==> src/hdl/tcgr_pkg.sv <==
package tcgr_pkg;

    localparam int GLYPH_ROWS_DEF  = 16;
    localparam int FONT_BYTES_DEF  = 8192;
    localparam int QUEUE_DEPTH     = 2;

    localparam int COL_W    = 12;
    localparam int ROW_W    = 16;
    localparam int CODE_W   = 8;
    localparam int FADDR_W  = 13;
    localparam int ADDR_W   = 29;
    localparam int PIX_W    = 32;
    localparam int SW_W     = 13;
    localparam int PITCH_W  = 14;
    localparam int STRIDE_W = 6;
    localparam int BASE_W   = 14;

    localparam int S_TDATA_W = 64;
    localparam int M_TDATA_W = 288;

    localparam logic [PIX_W-1:0]    FG_RESET     = 32'h00FF_FFFF;
    localparam logic [PIX_W-1:0]    BG_RESET     = 32'h0000_0000;
    localparam logic [SW_W-1:0]     SW_RESET     = 13'd640;
    localparam logic [PITCH_W-1:0]  PITCH_RESET  = 14'd640;
    localparam logic [STRIDE_W-1:0] STRIDE_RESET = 6'd16;

    localparam logic [CODE_W-1:0] CHAR_NEWLINE   = 8'd10;
    localparam logic [CODE_W-1:0] CHAR_BACKSPACE = 8'd8;

    typedef enum logic [2:0] {
        KIND_FONT_LOAD = 3'd0,
        KIND_PRINT     = 3'd1,
        KIND_PLACE     = 3'd2,
        KIND_SET_X     = 3'd3,
        KIND_NEWLINE   = 3'd4
    } kind_t;

    typedef enum logic [2:0] {
        REG_FG_COLOR     = 3'd0,
        REG_BG_COLOR     = 3'd1,
        REG_SCREEN_WIDTH = 3'd2,
        REG_ROW_PITCH    = 3'd3,
        REG_GLYPH_STRIDE = 3'd4
    } reg_idx_t;

    typedef struct packed {
        logic               is_font;
        logic               erase;
        logic [CODE_W-1:0]  code;
        logic [COL_W-1:0]   col;
        logic [ROW_W-1:0]   row;
        logic [FADDR_W-1:0] font_addr;
        logic [7:0]         font_byte;
    } cmd_t;

endpackage

==> src/hdl/tcgr_queue.sv <==
module tcgr_queue (
    input  logic              aclk,
    input  logic              aresetn,
    input  logic              push,
    input  tcgr_pkg::cmd_t    push_cmd,
    output logic              full,
    input  logic              pop,
    output logic              not_empty,
    output tcgr_pkg::cmd_t    head_cmd
);

    localparam int DEPTH = tcgr_pkg::QUEUE_DEPTH;
    localparam int AW    = (DEPTH > 1) ? $clog2(DEPTH) : 1;

    tcgr_pkg::cmd_t entry_reg [DEPTH];
    logic [AW-1:0]  wr_ptr_reg;
    logic [AW-1:0]  rd_ptr_reg;
    logic [AW:0]    count_reg;

    assign full      = (count_reg == (AW+1)'(DEPTH));
    assign not_empty = (count_reg != '0);
    assign head_cmd  = entry_reg[rd_ptr_reg];

    always_ff @(posedge aclk) begin
        if (!aresetn) begin
            wr_ptr_reg <= '0;
            rd_ptr_reg <= '0;
            count_reg  <= '0;
        end else begin
            if (push) begin
                entry_reg[wr_ptr_reg] <= push_cmd;
                wr_ptr_reg <= (wr_ptr_reg == AW'(DEPTH-1)) ? '0 : wr_ptr_reg + 1'b1;
            end
            if (pop) begin
                rd_ptr_reg <= (rd_ptr_reg == AW'(DEPTH-1)) ? '0 : rd_ptr_reg + 1'b1;
            end
            if (push && !pop) begin
                count_reg <= count_reg + 1'b1;
            end else if (pop && !push) begin
                count_reg <= count_reg - 1'b1;
            end
        end
    end

endmodule

==> config.mk <==
export PLATFORM = sky130hd
export DESIGN_NAME = tcgr_queue
export DESIGN_NICKNAME = d
export VERILOG_FILES = /design/src/hdl/tcgr_pkg.sv /design/src/hdl/tcgr_queue.sv
export SDC_FILE = /design/constraint.sdc
export NUM_CORES = 1
export LEC_CHECK = 0
export BUFFER_PORTS_ARGS = -buffer_cell sky130_fd_sc_hd__buf_2
export CAP_MARGIN = 20
export CORE_MARGIN = 8
export CORE_UTILIZATION = 30
export DETAILED_ROUTE_END_ITERATION = 16
export SYNTH_ARGS = -nofsm -noshare
export SYNTH_HDL_FRONTEND = slang
export SYNTH_SLANG_ARGS = --single-unit
==> constraint.sdc <==
create_clock -name aclk -period 4.45 [get_ports aclk]
set_input_delay 0.445 -clock aclk [delete_from_list [all_inputs] [get_ports aclk]]
set_output_delay 0.445 -clock aclk [all_outputs]
set_load 0.01 [all_outputs]
Yosys cells after proc, flatten, opt, wreduce, memory -nomap -nowiden
Memories as Yosys holds them, arrays and structs flattened. A register that Yosys moved wholly into a read port is not among the register bits.
Cells that the tools add are included.
{ "totals": {"mem_bits_rw": 118, "mem_count": 1, "register_bits": 4, "output_inout_bits": 61} }
{ "op_classes": {"add_sub_neg": 4, "reduce_logical": 6, "eq_ne": 1, "mux": 9} }
{ "memory_table": {"columns": ["memory", "words", "width", "rd", "rd_ports_with_merged_regs", "write_ports", "line_no", "rtl"], "rows": [
  ["entry_reg", 2, 59, 1, 1, 1, "tcgr_queue.sv:15", "tcgr_pkg::cmd_t entry_reg [DEPTH];"]
]} }
{ "ops": {"columns": ["operator", "count"], "rows": [
  ["two-way mux 1 bit", 7],
  ["two-way mux 2 bit", 2],
  ["nonzero test 2 bit", 2],
  ["adder 1 bit, second input constant", 2],
  ["adder 2 x 1 -> 2 bit, second input constant", 1],
  ["== test 2 bit, second input constant", 1],
  ["logical AND 1 bit", 2],
  ["zero test 1 bit", 2],
  ["subtractor 2 x 1 -> 2 bit, second input constant", 1]
]} }

Depth between registers and ports, before layout
{ "depth": {"depth_word": 4, "depth_mapped": 5, "depth_no_buf": 5} }

Worst setup path before layout
OpenSTA, ideal clock, no wires.
{ "synth_timing": {"kind": "input-to-reg", "startpoint": "input port aresetn", "endpoint": "memory entry_reg[0][0] (netlist name), enable pin", "t_required_ns": 3.972, "path_buffers": 0, "path_stages": 2, "arrival_time_ns": 2.984, "setup_slack_ns": 0.988, "cell_sequence": "nand2_1 > nor2_1"} }
{ "synth_via": {"elab_chain_len": 2} }
{ "synth_rtl": {"columns": ["element", "line_no", "rtl"], "rows": [
  ["start, declared", "tcgr_queue.sv:3", "input logic aresetn,"],
  ["two-way mux 1 bit", "tcgr_queue.sv:25", "if (!aresetn) begin"],
  ["two-way mux 1 bit (not written as such)", "tcgr_queue.sv:31", "entry_reg[wr_ptr_reg] <= push_cmd;"],
  ["end, declared", "tcgr_queue.sv:15", null]
]} }
No other way between the ends.

==> results.md <==
- Status: finished clean
- WL per Instance: 16.6 µm
- DR vias/cell: 4.24
- CTS tree: yes
- Clock buffer depth: 2
- Peak VDD IR: 0.000221 V
- Cts repair resizes: 0
- Hold-fix buffers at CTS: 0
- Setup Viol. Count Final: 0
- Routed wire length: 9040 µm
- Area delta synth->final: 30.9%
- Num CTS Buffers: 17
- Initial antenna violation count: 3
- Largest net degree at the start of global routing: 60
- Core area: 15000 µm²
- Crit-path max cell delay: 890 ps
- Root buffer cell: clkbuf_16
- ANT cells: 0
- F_max: 0.418 GHz
- Setup total negative slack: 0 ps
- H-tree lvl count: 4
- Top Ports: 124
- Hold EP: entry_reg[0][51]
- Cell Area, Placed: 5350 µm²
- Hold Crit Start: push_cmd[51]
- Worst Path Required: 4010 ps
- Worst slew margin: 0.397
- Share of layout cells above drive strength 1: 0.611
- Library cells used by synthesis: 20
- Fin nets: 408
- EDFF count, synth: 118
- RR Endpoint: entry_reg[1][48]
- Fin crit share: 0.538
- Total gr overflow: 0
- Antenna Nets Post-Route: 0
- Starting Density: 0.302
- Drt drc: 0
- Flop2flop setup slack: 2450 ps
- Critical path's slowest cell: dfxtp_4
- DP HPWL: 5960 µm
- Clock transition at the registers of the reported paths: 60 ps
- Syn_nets: 271
- Synth warn: 0
- Clk sinks: 123
- R2R depth: 2
- Min-Delay Path Class: in2reg
- Leakage: 2.21 nW
- Die Height: 139 µm
- Critical-path maximum fanout: 59
- CP Class: reg2out
- Post-CTS Setup Repair Bufs: 0
- Mapped cell area: 4520 µm²
- Worst EP arrival: 1950 ps
- PortBufs: 123
- Ys async rst share: 0
- Gpl congestion: 0.718
- Vias in the first global route: 2598
- Power Total: 0.00289 W
- Largest register FFs: 118
- Setup crit end kind: primary output
- Fin area: 5920 µm²
- DRT Pass-1 Iters: 3
- Commonest register cell after synthesis: edfxtp_1
- Crit path cell chain: mux2_2 -> buf_2
- Hold path depth: 1
- Starting DRT DRC Count: 112
- PwrDens: 489 nW/µm²
- Maxcap violations: 0
- Fin. Hold Viols: 0
- Clock latency on the worst-skew pair: 410 ps
- Die area: 19300 µm²
- Post-Syn Instances: 207
- Global-route wire length before repair: 14100 µm
- Total number of vias: 2312
- #FFs+latches synth: 123
- Critical path startpoint category: flip-flop
- Tightest Pin Transition: 905 ps
- Max-slew violation count: 0
- Crit Reg-Reg Startpoint: wr_ptr_reg
- Unrepaired setup endpoints after global routing: false
- Final Skew: 5.43 ps
- Sequential element share of the synthesized area: 0.805
- Die width: 139 µm
- Final Critical Period: 2390 ps
- Total global-route track usage: 0.0971
- Mean post-synth cell area: 21.9 µm²
- Std cell rows: 45
logic make-up (layout without fill, tap and decap cells):
family / after synthesis / after routing / synth area share
adder cells (fa/ha/maj): 1 / 1 / 0.00277
multiplexers: 59 / 59 / 0.155
AND/OR/NAND/NOR: 10 / 10 / 0.0127
buffers and inverters: 8 / 158 / 0.0135
flip-flops: 123 / 123 / 0.805
XOR/XNOR: 4 / 4 / 0.00774
AO/OA/AOI/OAI: 2 / 2 / 0.00277
Yosys cell counts, types with 2 or more instances:
library cell | n | area share
buf_2 | 4 | 0.0044
xor2_1 | 3 | 0.0058
edfxtp_1 | 118 | 0.78
and2_1 | 4 | 0.0055
buf_6 | 2 | 0.0050
mux2_4 | 10 | 0.033
mux2_2 | 49 | 0.12
dfxtp_1 | 5 | 0.022
metrics by stage:
step           setup WS [ps]   util  instances  hold slack [ps]
2_1_floorplan            988      -        207              461
3_3_place_gp            2200  0.357        513              484
5_1_grt                 1930  0.395        545              200
4_1_cts                 1990  0.395        545              197
6_report                2060  0.395        545              222
3_5_place_dp            2160  0.357        513              489
power breakdown:
| group | total [W] | switching [W] | internal (W) | leakage (nW) |
|---|---|---|---|---|
| sequential | 0.00136 | 0.0000347 | 0.00132 | 1.13 |
| combinational | 0.000224 | 0.000105 | 0.000119 | 0.820 |
| clock | 0.00131 | 0.000493 | 0.000820 | 0.262 |
| total | 0.00289 | 0.000632 | 0.00226 | 2.21 |
worst max-delay path: cells and delay by family, from the launching register on:
| family | cells | cell delay (ps) |
|---|---|---|
| buf+inv | 1 | 140 |
| flops | 1 | 890 |
| mux | 1 | 420 |
worst max-delay path by stage:
stage	from	end	cells after the start
global route	flip-flop	head_cmd[10]	2
global placement	aresetn	entry_reg[0][52]	4
CTS	flip-flop	head_cmd[20]	2
floorplan	aresetn	entry_reg[0][0]	2
detailed placement	aresetn	entry_reg[0][1]	4
finish	flip-flop	head_cmd[14]	2
area by class of cell:
class	instances	area [µm²]
clock inverters	15	153
inverters	1	3.75
well taps	188	235
fillers	1413	9050
multi-input cells	76	828
clock buffers	17	425
repair buffers	125	631
flip-flops and latches	123	3650
per-layer routing:
layer	share of wire	up-vias	global-route usage
met2	0.47	90	0.147
met3	0.096	17	0.0627
met4	0.012	6	0.0364
li1	-	1087	-
met1	0.42	1112	0.107
met5	0.0034	-	0
layout by cell type (no fill, tap or decap), types with 2 or more instances in the layout:
master,count
mux2_4,10
clkbuf_16,17
buf_2,123
clkinv_4,4
clkinvlp_4,6
edfxtp_1,118
dfxtp_1,4
xor2_1,3
buf_4,2
clkinv_1,2
mux2_2,49
and2_1,4
bufinv_16,2
(Power assumes the default switching activity.)
