File: src/hdl/tcgr_pkg.sv
package tcgr_pkg;

    localparam int GLYPH_ROWS_DEF  = 16;
    localparam int FONT_BYTES_DEF  = 8192;
    localparam int QUEUE_DEPTH     = 2;

    localparam int COL_W    = 12;
    localparam int ROW_W    = 16;
    localparam int CODE_W   = 8;
    localparam int FADDR_W  = 13;
    localparam int ADDR_W   = 29;
    localparam int PIX_W    = 32;
    localparam int SW_W     = 13;
    localparam int PITCH_W  = 14;
    localparam int STRIDE_W = 6;
    localparam int BASE_W   = 14;

    localparam int S_TDATA_W = 64;
    localparam int M_TDATA_W = 288;

    localparam logic [PIX_W-1:0]    FG_RESET     = 32'h00FF_FFFF;
    localparam logic [PIX_W-1:0]    BG_RESET     = 32'h0000_0000;
    localparam logic [SW_W-1:0]     SW_RESET     = 13'd640;
    localparam logic [PITCH_W-1:0]  PITCH_RESET  = 14'd640;
    localparam logic [STRIDE_W-1:0] STRIDE_RESET = 6'd16;

    localparam logic [CODE_W-1:0] CHAR_NEWLINE   = 8'd10;
    localparam logic [CODE_W-1:0] CHAR_BACKSPACE = 8'd8;

    typedef enum logic [2:0] {
        KIND_FONT_LOAD = 3'd0,
        KIND_PRINT     = 3'd1,
        KIND_PLACE     = 3'd2,
        KIND_SET_X     = 3'd3,
        KIND_NEWLINE   = 3'd4
    } kind_t;

    typedef enum logic [2:0] {
        REG_FG_COLOR     = 3'd0,
        REG_BG_COLOR     = 3'd1,
        REG_SCREEN_WIDTH = 3'd2,
        REG_ROW_PITCH    = 3'd3,
        REG_GLYPH_STRIDE = 3'd4
    } reg_idx_t;

    typedef struct packed {
        logic               is_font;
        logic               erase;
        logic [CODE_W-1:0]  code;
        logic [COL_W-1:0]   col;
        logic [ROW_W-1:0]   row;
        logic [FADDR_W-1:0] font_addr;
        logic [7:0]         font_byte;
    } cmd_t;

endpackage

File: src/hdl/tcgr_front.sv
module tcgr_front (
    input  logic                                aclk,
    input  logic                                aresetn,
    input  logic                                s_tvalid,
    output logic                                s_tready,
    input  logic [tcgr_pkg::S_TDATA_W-1:0]      s_tdata,
    input  logic [2:0]                          s_tuser,
    input  logic [tcgr_pkg::SW_W-1:0]           screen_width,
    input  logic                                q_full,
    output logic                                q_push,
    output tcgr_pkg::cmd_t                      q_cmd
);

    logic [tcgr_pkg::COL_W-1:0]   col_reg, col_next;
    logic [tcgr_pkg::ROW_W-1:0]   row_reg, row_next;

    logic                         accept;
    logic [tcgr_pkg::CODE_W-1:0]  in_code;
    logic [tcgr_pkg::COL_W-1:0]   in_x;
    logic [tcgr_pkg::ROW_W-1:0]   in_y;
    logic [tcgr_pkg::FADDR_W-1:0] in_faddr;
    logic [7:0]                   in_fbyte;
    logic [tcgr_pkg::COL_W:0]     adv_col;
    logic [tcgr_pkg::COL_W+1:0]   adv_end;
    logic [tcgr_pkg::ROW_W-1:0]   row_down;
    logic [tcgr_pkg::ROW_W-1:0]   row_up;
    logic [tcgr_pkg::SW_W-1:0]    sw_less;
    logic [tcgr_pkg::COL_W-1:0]   wrap_col;
    logic [tcgr_pkg::COL_W-1:0]   back_col;
    logic [tcgr_pkg::COL_W-1:0]   back_wrap_col;
    logic                         want_push;

    assign in_code  = s_tdata[7:0];
    assign in_x     = s_tdata[19:8];
    assign in_y     = s_tdata[35:20];
    assign in_faddr = s_tdata[48:36];
    assign in_fbyte = s_tdata[56:49];

    assign s_tready = !q_full;
    assign accept   = s_tvalid && s_tready;
    assign q_push   = accept && want_push;

    assign adv_col  = {1'b0, col_reg} + (tcgr_pkg::COL_W+1)'(8);
    assign adv_end  = {1'b0, adv_col} + (tcgr_pkg::COL_W+2)'(8);
    assign row_down = row_reg + tcgr_pkg::ROW_W'(16);
    assign row_up   = (row_reg >= tcgr_pkg::ROW_W'(16)) ? row_reg - tcgr_pkg::ROW_W'(16) : '0;
    assign sw_less  = screen_width - tcgr_pkg::SW_W'(8);
    assign back_col = (col_reg >= tcgr_pkg::COL_W'(8)) ? col_reg - tcgr_pkg::COL_W'(8) : '0;
    assign back_wrap_col = (wrap_col >= tcgr_pkg::COL_W'(8)) ?
                           wrap_col - tcgr_pkg::COL_W'(8) : '0;

    always_comb begin
        if (screen_width < tcgr_pkg::SW_W'(8)) begin
            wrap_col = '0;
        end else if (sw_less > tcgr_pkg::SW_W'(4095)) begin
            wrap_col = '1;
        end else begin
            wrap_col = sw_less[tcgr_pkg::COL_W-1:0];
        end
    end

    always_comb begin
        col_next          = col_reg;
        row_next          = row_reg;
        want_push         = 1'b0;
        q_cmd.is_font     = 1'b0;
        q_cmd.erase       = 1'b0;
        q_cmd.code        = in_code;
        q_cmd.col         = col_reg;
        q_cmd.row         = row_reg;
        q_cmd.font_addr   = in_faddr;
        q_cmd.font_byte   = in_fbyte;
        unique case (s_tuser)
            tcgr_pkg::KIND_FONT_LOAD: begin
                want_push     = 1'b1;
                q_cmd.is_font = 1'b1;
            end
            tcgr_pkg::KIND_PRINT: begin
                if (in_code == tcgr_pkg::CHAR_NEWLINE) begin
                    col_next = '0;
                    row_next = row_down;
                end else if (in_code == tcgr_pkg::CHAR_BACKSPACE) begin
                    if (col_reg != '0) begin
                        col_next    = back_col;
                        want_push   = 1'b1;
                        q_cmd.erase = 1'b1;
                        q_cmd.col   = back_col;
                    end else if (row_reg != '0) begin
                        row_next  = row_up;
                        q_cmd.row = row_up;
                        if (wrap_col == '0) begin
                            col_next = '0;
                        end else begin
                            col_next    = back_wrap_col;
                            want_push   = 1'b1;
                            q_cmd.erase = 1'b1;
                            q_cmd.col   = back_wrap_col;
                        end
                    end
                end else begin
                    want_push = 1'b1;
                    if (adv_end > {1'b0, screen_width}) begin
                        col_next = '0;
                        row_next = row_down;
                    end else begin
                        col_next = adv_col[tcgr_pkg::COL_W-1:0];
                    end
                end
            end
            tcgr_pkg::KIND_PLACE: begin
                want_push = 1'b1;
                q_cmd.col = in_x;
                q_cmd.row = in_y;
            end
            tcgr_pkg::KIND_SET_X: begin
                col_next = in_x;
            end
            tcgr_pkg::KIND_NEWLINE: begin
                col_next = '0;
                row_next = row_down;
            end
            default: begin
                want_push = 1'b0;
            end
        endcase
    end

    always_ff @(posedge aclk) begin
        if (!aresetn) begin
            col_reg <= '0;
            row_reg <= '0;
        end else if (accept) begin
            col_reg <= col_next;
            row_reg <= row_next;
        end
    end

endmodule

File: config.mk
export PLATFORM = sky130hd
export DESIGN_NAME = tcgr_front
export DESIGN_NICKNAME = d
export VERILOG_FILES = /design/src/hdl/tcgr_pkg.sv /design/src/hdl/tcgr_front.sv
export SDC_FILE = /design/constraint.sdc
export NUM_CORES = 1
export LEC_CHECK = 0
export BUFFER_PORTS_ARGS = -buffer_cell sky130_fd_sc_hd__buf_4
export CAP_MARGIN = 5
export CORE_UTILIZATION = 35
export CTS_CLUSTER_DIAMETER = 120
export CTS_CLUSTER_SIZE = 25
export DETAILED_ROUTE_END_ITERATION = 7
export GPL_ROUTABILITY_DRIVEN = 0
export PLACE_DENSITY = 0.65
export SLEW_MARGIN = 10
export SYNTH_ARGS = -nofsm -noshare
export SYNTH_HDL_FRONTEND = slang
export SYNTH_SLANG_ARGS = --single-unit
export TNS_END_PERCENT = 5
File: constraint.sdc
create_clock -name aclk -period 4.2 [get_ports aclk]
set_input_delay 0.42 -clock aclk [delete_from_list [all_inputs] [get_ports aclk]]
set_output_delay 0.42 -clock aclk [all_outputs]
set_load 0.02 [all_outputs]
### After elaboration in Yosys (flattened, before gate mapping)

Cells that the tools add are included.

| storage, ports and cells | value |
|---|---|
| bits in registers | 28 |
| bits of input ports | 84 |
| logic and storage cells | 72 |

| cells by class | value |
|---|---|
| add/sub/neg operators | 7 |
| magnitude comparators | 6 |
| eq/ne operators | 10 |
| mux-type cells | 35 |
| reduce and logical (&&, ||, !) cells | 12 |

Operators by type and width:

| kind | number |
|---|---|
| 2-to-1 mux 12 bit | 12 |
| 2-to-1 mux 16 bit | 7 |
| 2-to-1 mux 28 bit | 3 |
| one-hot mux 28 bit (2 select lines) | 1 |
| one-hot mux 12 bit (3 select lines) | 1 |
| one-hot mux 16 bit (2 select lines) | 1 |
| >= comparator 12 x 4 -> 1 bit, second input constant | 2 |
| subtractor 12 x 4 -> 12 bit, second input constant | 2 |
| adder 16 x 5 -> 16 bit, second input constant | 1 |
| == test 8 x 4 -> 1 bit, second input constant | 2 |
| >= comparator 16 x 5 -> 1 bit, second input constant | 1 |
| nonzero test 16 bit | 1 |
| subtractor 16 x 5 -> 16 bit, second input constant | 1 |
| adder 13 x 4 -> 14 bit, second input constant | 1 |
| greater-than comparator 14 x 13 -> 1 bit | 1 |
| adder 12 x 4 -> 13 bit, second input constant | 1 |
| greater-than comparator 13 x 12 -> 1 bit, second input constant | 1 |
| < comparator 13 x 4 -> 1 bit, second input constant | 1 |
| subtractor 13 x 4 -> 13 bit, second input constant | 1 |
| zero test 12 bit | 1 |
| inequality test 4 bit, second input constant | 3 |
| nonzero test 12 bit | 1 |
| 2-to-1 mux 1 bit | 9 |
| == test 3 x 2 -> 1 bit, second input constant | 2 |
| 12 further kinds | 13 |

### Logic depth before layout (Yosys ltp)

| depth | value |
|---|---|
| depth after elaboration | 12 |
| mapped depth | 18 |
| mapped depth without buffers | 16 |

### Least setup slack after synthesis

Ideal clock, no wire load.

| timing path | value |
|---|---|
| path type | in2out |
| from | input screen_width[7] in the netlist's numbering |
| to | output q_cmd[44] in the netlist's numbering |
| arrival time | 3.445 ns |
| path slack | 0.335 ns |
| stages on the path | 14 |
| buffers on the path | 1 |
| cell sequence | buf_6 nor4_4 nand3_1 xnor2_1 o21ai_4 o21ai_0 ha_1 and4_1 a21o_1 a21oi_1 nor3_1 o221ai_1 o21a_1 o31ai_1 |

RTL lines:

| item | line | source |
|---|---|---|
| start: declaration | tcgr_front.sv:8 | `input logic [tcgr_pkg::SW_W-1:0] screen_width,` |
| end: declaration | tcgr_front.sv:11 | `output tcgr_pkg::cmd_t q_cmd` |

==> results by group <==
Outcome
  • Outcome: finished, final reports clean

Critical path
  • Worst setup startpoint: screen_width[3]
  • Critical path type: input pin to primary output
  • Crit start category: input pin
  • Worst r2r path cells: 16
  • Critical Path RT: 3.78 ns
  • Critical Path AT: 3.62 ns
  • Crit-path max FO: 7
  • R2r startpoint: col_reg[4]$_SDFFE_PN0P_
  • Endpoint class of the critical path: primary output

Power
  • LEAKAGE: 2.254 nW
  • Flop pwr share: 0.294
  • Power per cell area: 172.4 mW/mm²
  • Sw frac: 0.3755
  • Worst VDD drop: 0.1457 mV
  • Cell Int Power: 0.0005950 W
  • Net Switching: 0.0003578 W
  • Clk network pwr share: 0.261
  • Comb power frac: 0.444

Die
  • DIE HEIGHT: 117.4 µm
  • I/O pins: 145
  • Die W: 117.4 µm
  • Core area: 0.01282 mm²
  • Rows: 41
  • Die footprint: 0.01378 mm²
  • Initial core utilization: 0.3634

Global route
  • Global route overflow: 0
  • GRT Total Usage: 0.2216
  • Initial antenna violation count: 0
  • Number of global-route vias before repair: 4920
  • Largest net degree at the start of global routing: 25
  • First-pass GRT wire length: 25210 µm

Logic synthesis
  • Netlist cell types: 84
  • Area share of fa/ha/maj cells after synthesis: 0.05638
  • Ranking of synthesized cells by area: dfxtp_1 (12%), ha_1 (5.6%), nand2_1 (5.4%), o21ai_0 (5.4%), nor2_1 (5.0%)
  • Seq cells post-synth: 28
  • Syn Inst Count: 670
  • Synthesized cell area: 0.004661 mm²
  • Seq/Total Area, Yosys: 0.1203
  • Syn Nets: 775
  • EDFF count, synth: 0
  • Post-Synth Simple-Gate Area: 0.3264
  • Largest family of logic cells by synthesized area: simple AND/OR/NAND/NOR gates
  • Async SR Flop Fraction: 0
  • Synth top area share: 0.1203
  • Area leader, netlist: dfxtp_1
  • Synthesized area per cell: 6.956 µm²
  • Post-synthesis compound-gate area fraction: 0.3050
  • Xor and xnor area share after synthesis: 0.05638
  • Post-synth top flop: dfxtp_1
  • Yosys warns: 0
  • Mux cell area share after synthesis: 0.006443

Routing
  • Number of DRC markers in iteration 0: 500
  • Drc violations: 0
  • Wire per inst: 17.27 µm
  • DR pass1 iterations: 5
  • Via count: 5333
  • Avg Vias per Cell: 5.899
  • Remaining antenna violation count: 0
  • Final wirelength: 15620 µm

Cells and area
  • P&R area growth vs syn: 18.55%
  • Most common cell after layout, fill and taps aside: buf_4
  • Layout Nets: 838
  • Most frequent cells in the layout: buf_4 (131), nand2_1 (67), nor2_1 (61)
  • Share of cells above drive strength 1: 0.2568
  • Antenna Cells: 0
  • Max reg flops: 16

CTS
  • Root buffer cell: clkbuf_16
  • H-tree levels: 1
  • Total CTS buffers: 3
  • CTS Buffer Depth: 2
  • Skew-Pair Late Insertion Delay: 0.27 ns
  • CTS tree: yes
  • Clock slew seen by the registers of the worst setup and hold paths: 0.07 ns
  • Sink Count: 28

STA
  • Final hold violations: 0
  • Min Hold Slack: 0.3840 ns
  • Slew HR: 0.5253
  • Unrepaired setup endpoints after global routing: false
  • Worst-Margin Slew: 0.7095 ns
  • Pins Over Slew Limit: 0
  • Layout Skew: 0.008453 ns
  • Final setup fails: 0
  • Setup ws final: 0.1636 ns
  • Fmax achieved: 0.2477 GHz
  • Sum of negative setup slack: 0 ns
  • Final min period: 4.036 ns
  • Period utilisation layout: 0.9610

Worst hold path
  • Hold Crit Class: input pin to register
  • Hold Path Origin: s_tdata[9]
  • Hold depth: 2

Flow run
  • Max-cap violations: 0

Place
  • Detail Placement HPWL: 12270 µm
  • Dpl ws: 0.05851 ns
  • Port Buffers: 95
Yosys cell counts (4+ instances only):
cell type  number
nand2_1        67
ha_1           21
a31oi_1         4
nand3_1        23
and2_1          6
and3_1          8
nor2_1         62
o221a_2         5
o211ai_1        5
buf_2           5
a211oi_1        9
o21ai_0        50
a221o_1        11
nand4_1        10
nor2b_1         5
clkbuf_8        8
buf_4          29
o21ai_1         5
or2_2           5
nand2b_1       11
o22ai_1         6
nor4_1          7
dfxtp_1        28
a221oi_1       13
or3_1           9
a22oi_1        11
nor3_1         37
inv_1          32
a21oi_1        34
xor2_1         15
clkbuf_1       28
a21o_1          6
o31ai_1         8
xnor2_1        15
what timing repair did:
item | in CTS | in global routing
gates resized for setup | 0 | 8
hold buffers | 0 | 0
endpoints found under the setup margin | 0 | 27
buffers inserted | 0 | 1
through the flow:
stage / instances / area, µm² / utilization / total power [W]
finish: 904 / 5525 / 0.4308 / 0.0009528
global route: 904 / 5525 / 0.4308 / 0.001001
CTS: 903 / 5482 / 0.4274 / 0.0009454
detailed placement: 899 / 5393 / 0.4205 / 0.0006964
global placement: 899 / 5393 / 0.4205 / 0.0006964
floorplan: 670 / 4661 / - / 0.0005724
area by class of cell:
cell class	instances	area [µm²]
sequential	28	560.5
fill	1336	7300
multi-input combinational	536	3537
timing repair buffer	132	1003
tap	172	215.2
inverter	32	120.1
clock buffer	4	88.84
power groups by stage:
| stage | clock network, W | logic, W | registers [W] |
|---|---|---|---|
| 2_1_floorplan | 0 | 0.000293 | 0.000280 |
| 3_3_place_gp | 0 | 0.000410 | 0.000287 |
| 3_5_place_dp | 0 | 0.000410 | 0.000286 |
| 4_1_cts | 0.000253 | 0.000412 | 0.000280 |
| 5_1_grt | 0.000263 | 0.000457 | 0.000281 |
| 6_report | 0.000249 | 0.000423 | 0.000280 |
logic make-up (layout without fill, tap and decap cells):
group,Yosys count,after routing
buffers and inverters,106,168
flip-flops,28,28
AND/OR/NAND/NOR,283,283
XOR/XNOR,30,30
adder cells (fa/ha/maj),21,21
multiplexers,3,3
AO/OA/AOI/OAI,199,199
routing by layer:
layer	global-route usage	routed length (µm)	vias up
met2	0.3413	6655	263
met1	0.3175	7237	2475
met4	0.04708	255	0
met3	0.04037	1466	22
met5	0	0	-
li1	-	-	2573
worst paths after layout:
check	to	slack, ns
max	q_cmd[44]	0.16
min	col_reg[1]$_SDFFE_PN0P_	0.38
max reg2reg	row_reg[6]$_SDFFE_PN0P_	0.28
min reg2reg	row_reg[3]$_SDFFE_PN0P_	0.50
worst max-delay path, stage by stage:
cell,delay [ns]
buf_4,0.14
inv_1,0.13
ha_1,0.18
or2b_4,0.31
a211oi_1,0.22
o21ai_0,0.17
o21ai_4,0.19
o21ai_0,0.11
ha_1,0.26
and4_1,0.21
a21oi_1,0.16
a21oi_1,0.07
nor3_2,0.19
o221ai_2,0.18
o21a_1,0.20
o31ai_1,0.26
buf_4,0.20
Power figures use the tool's default switching activity.
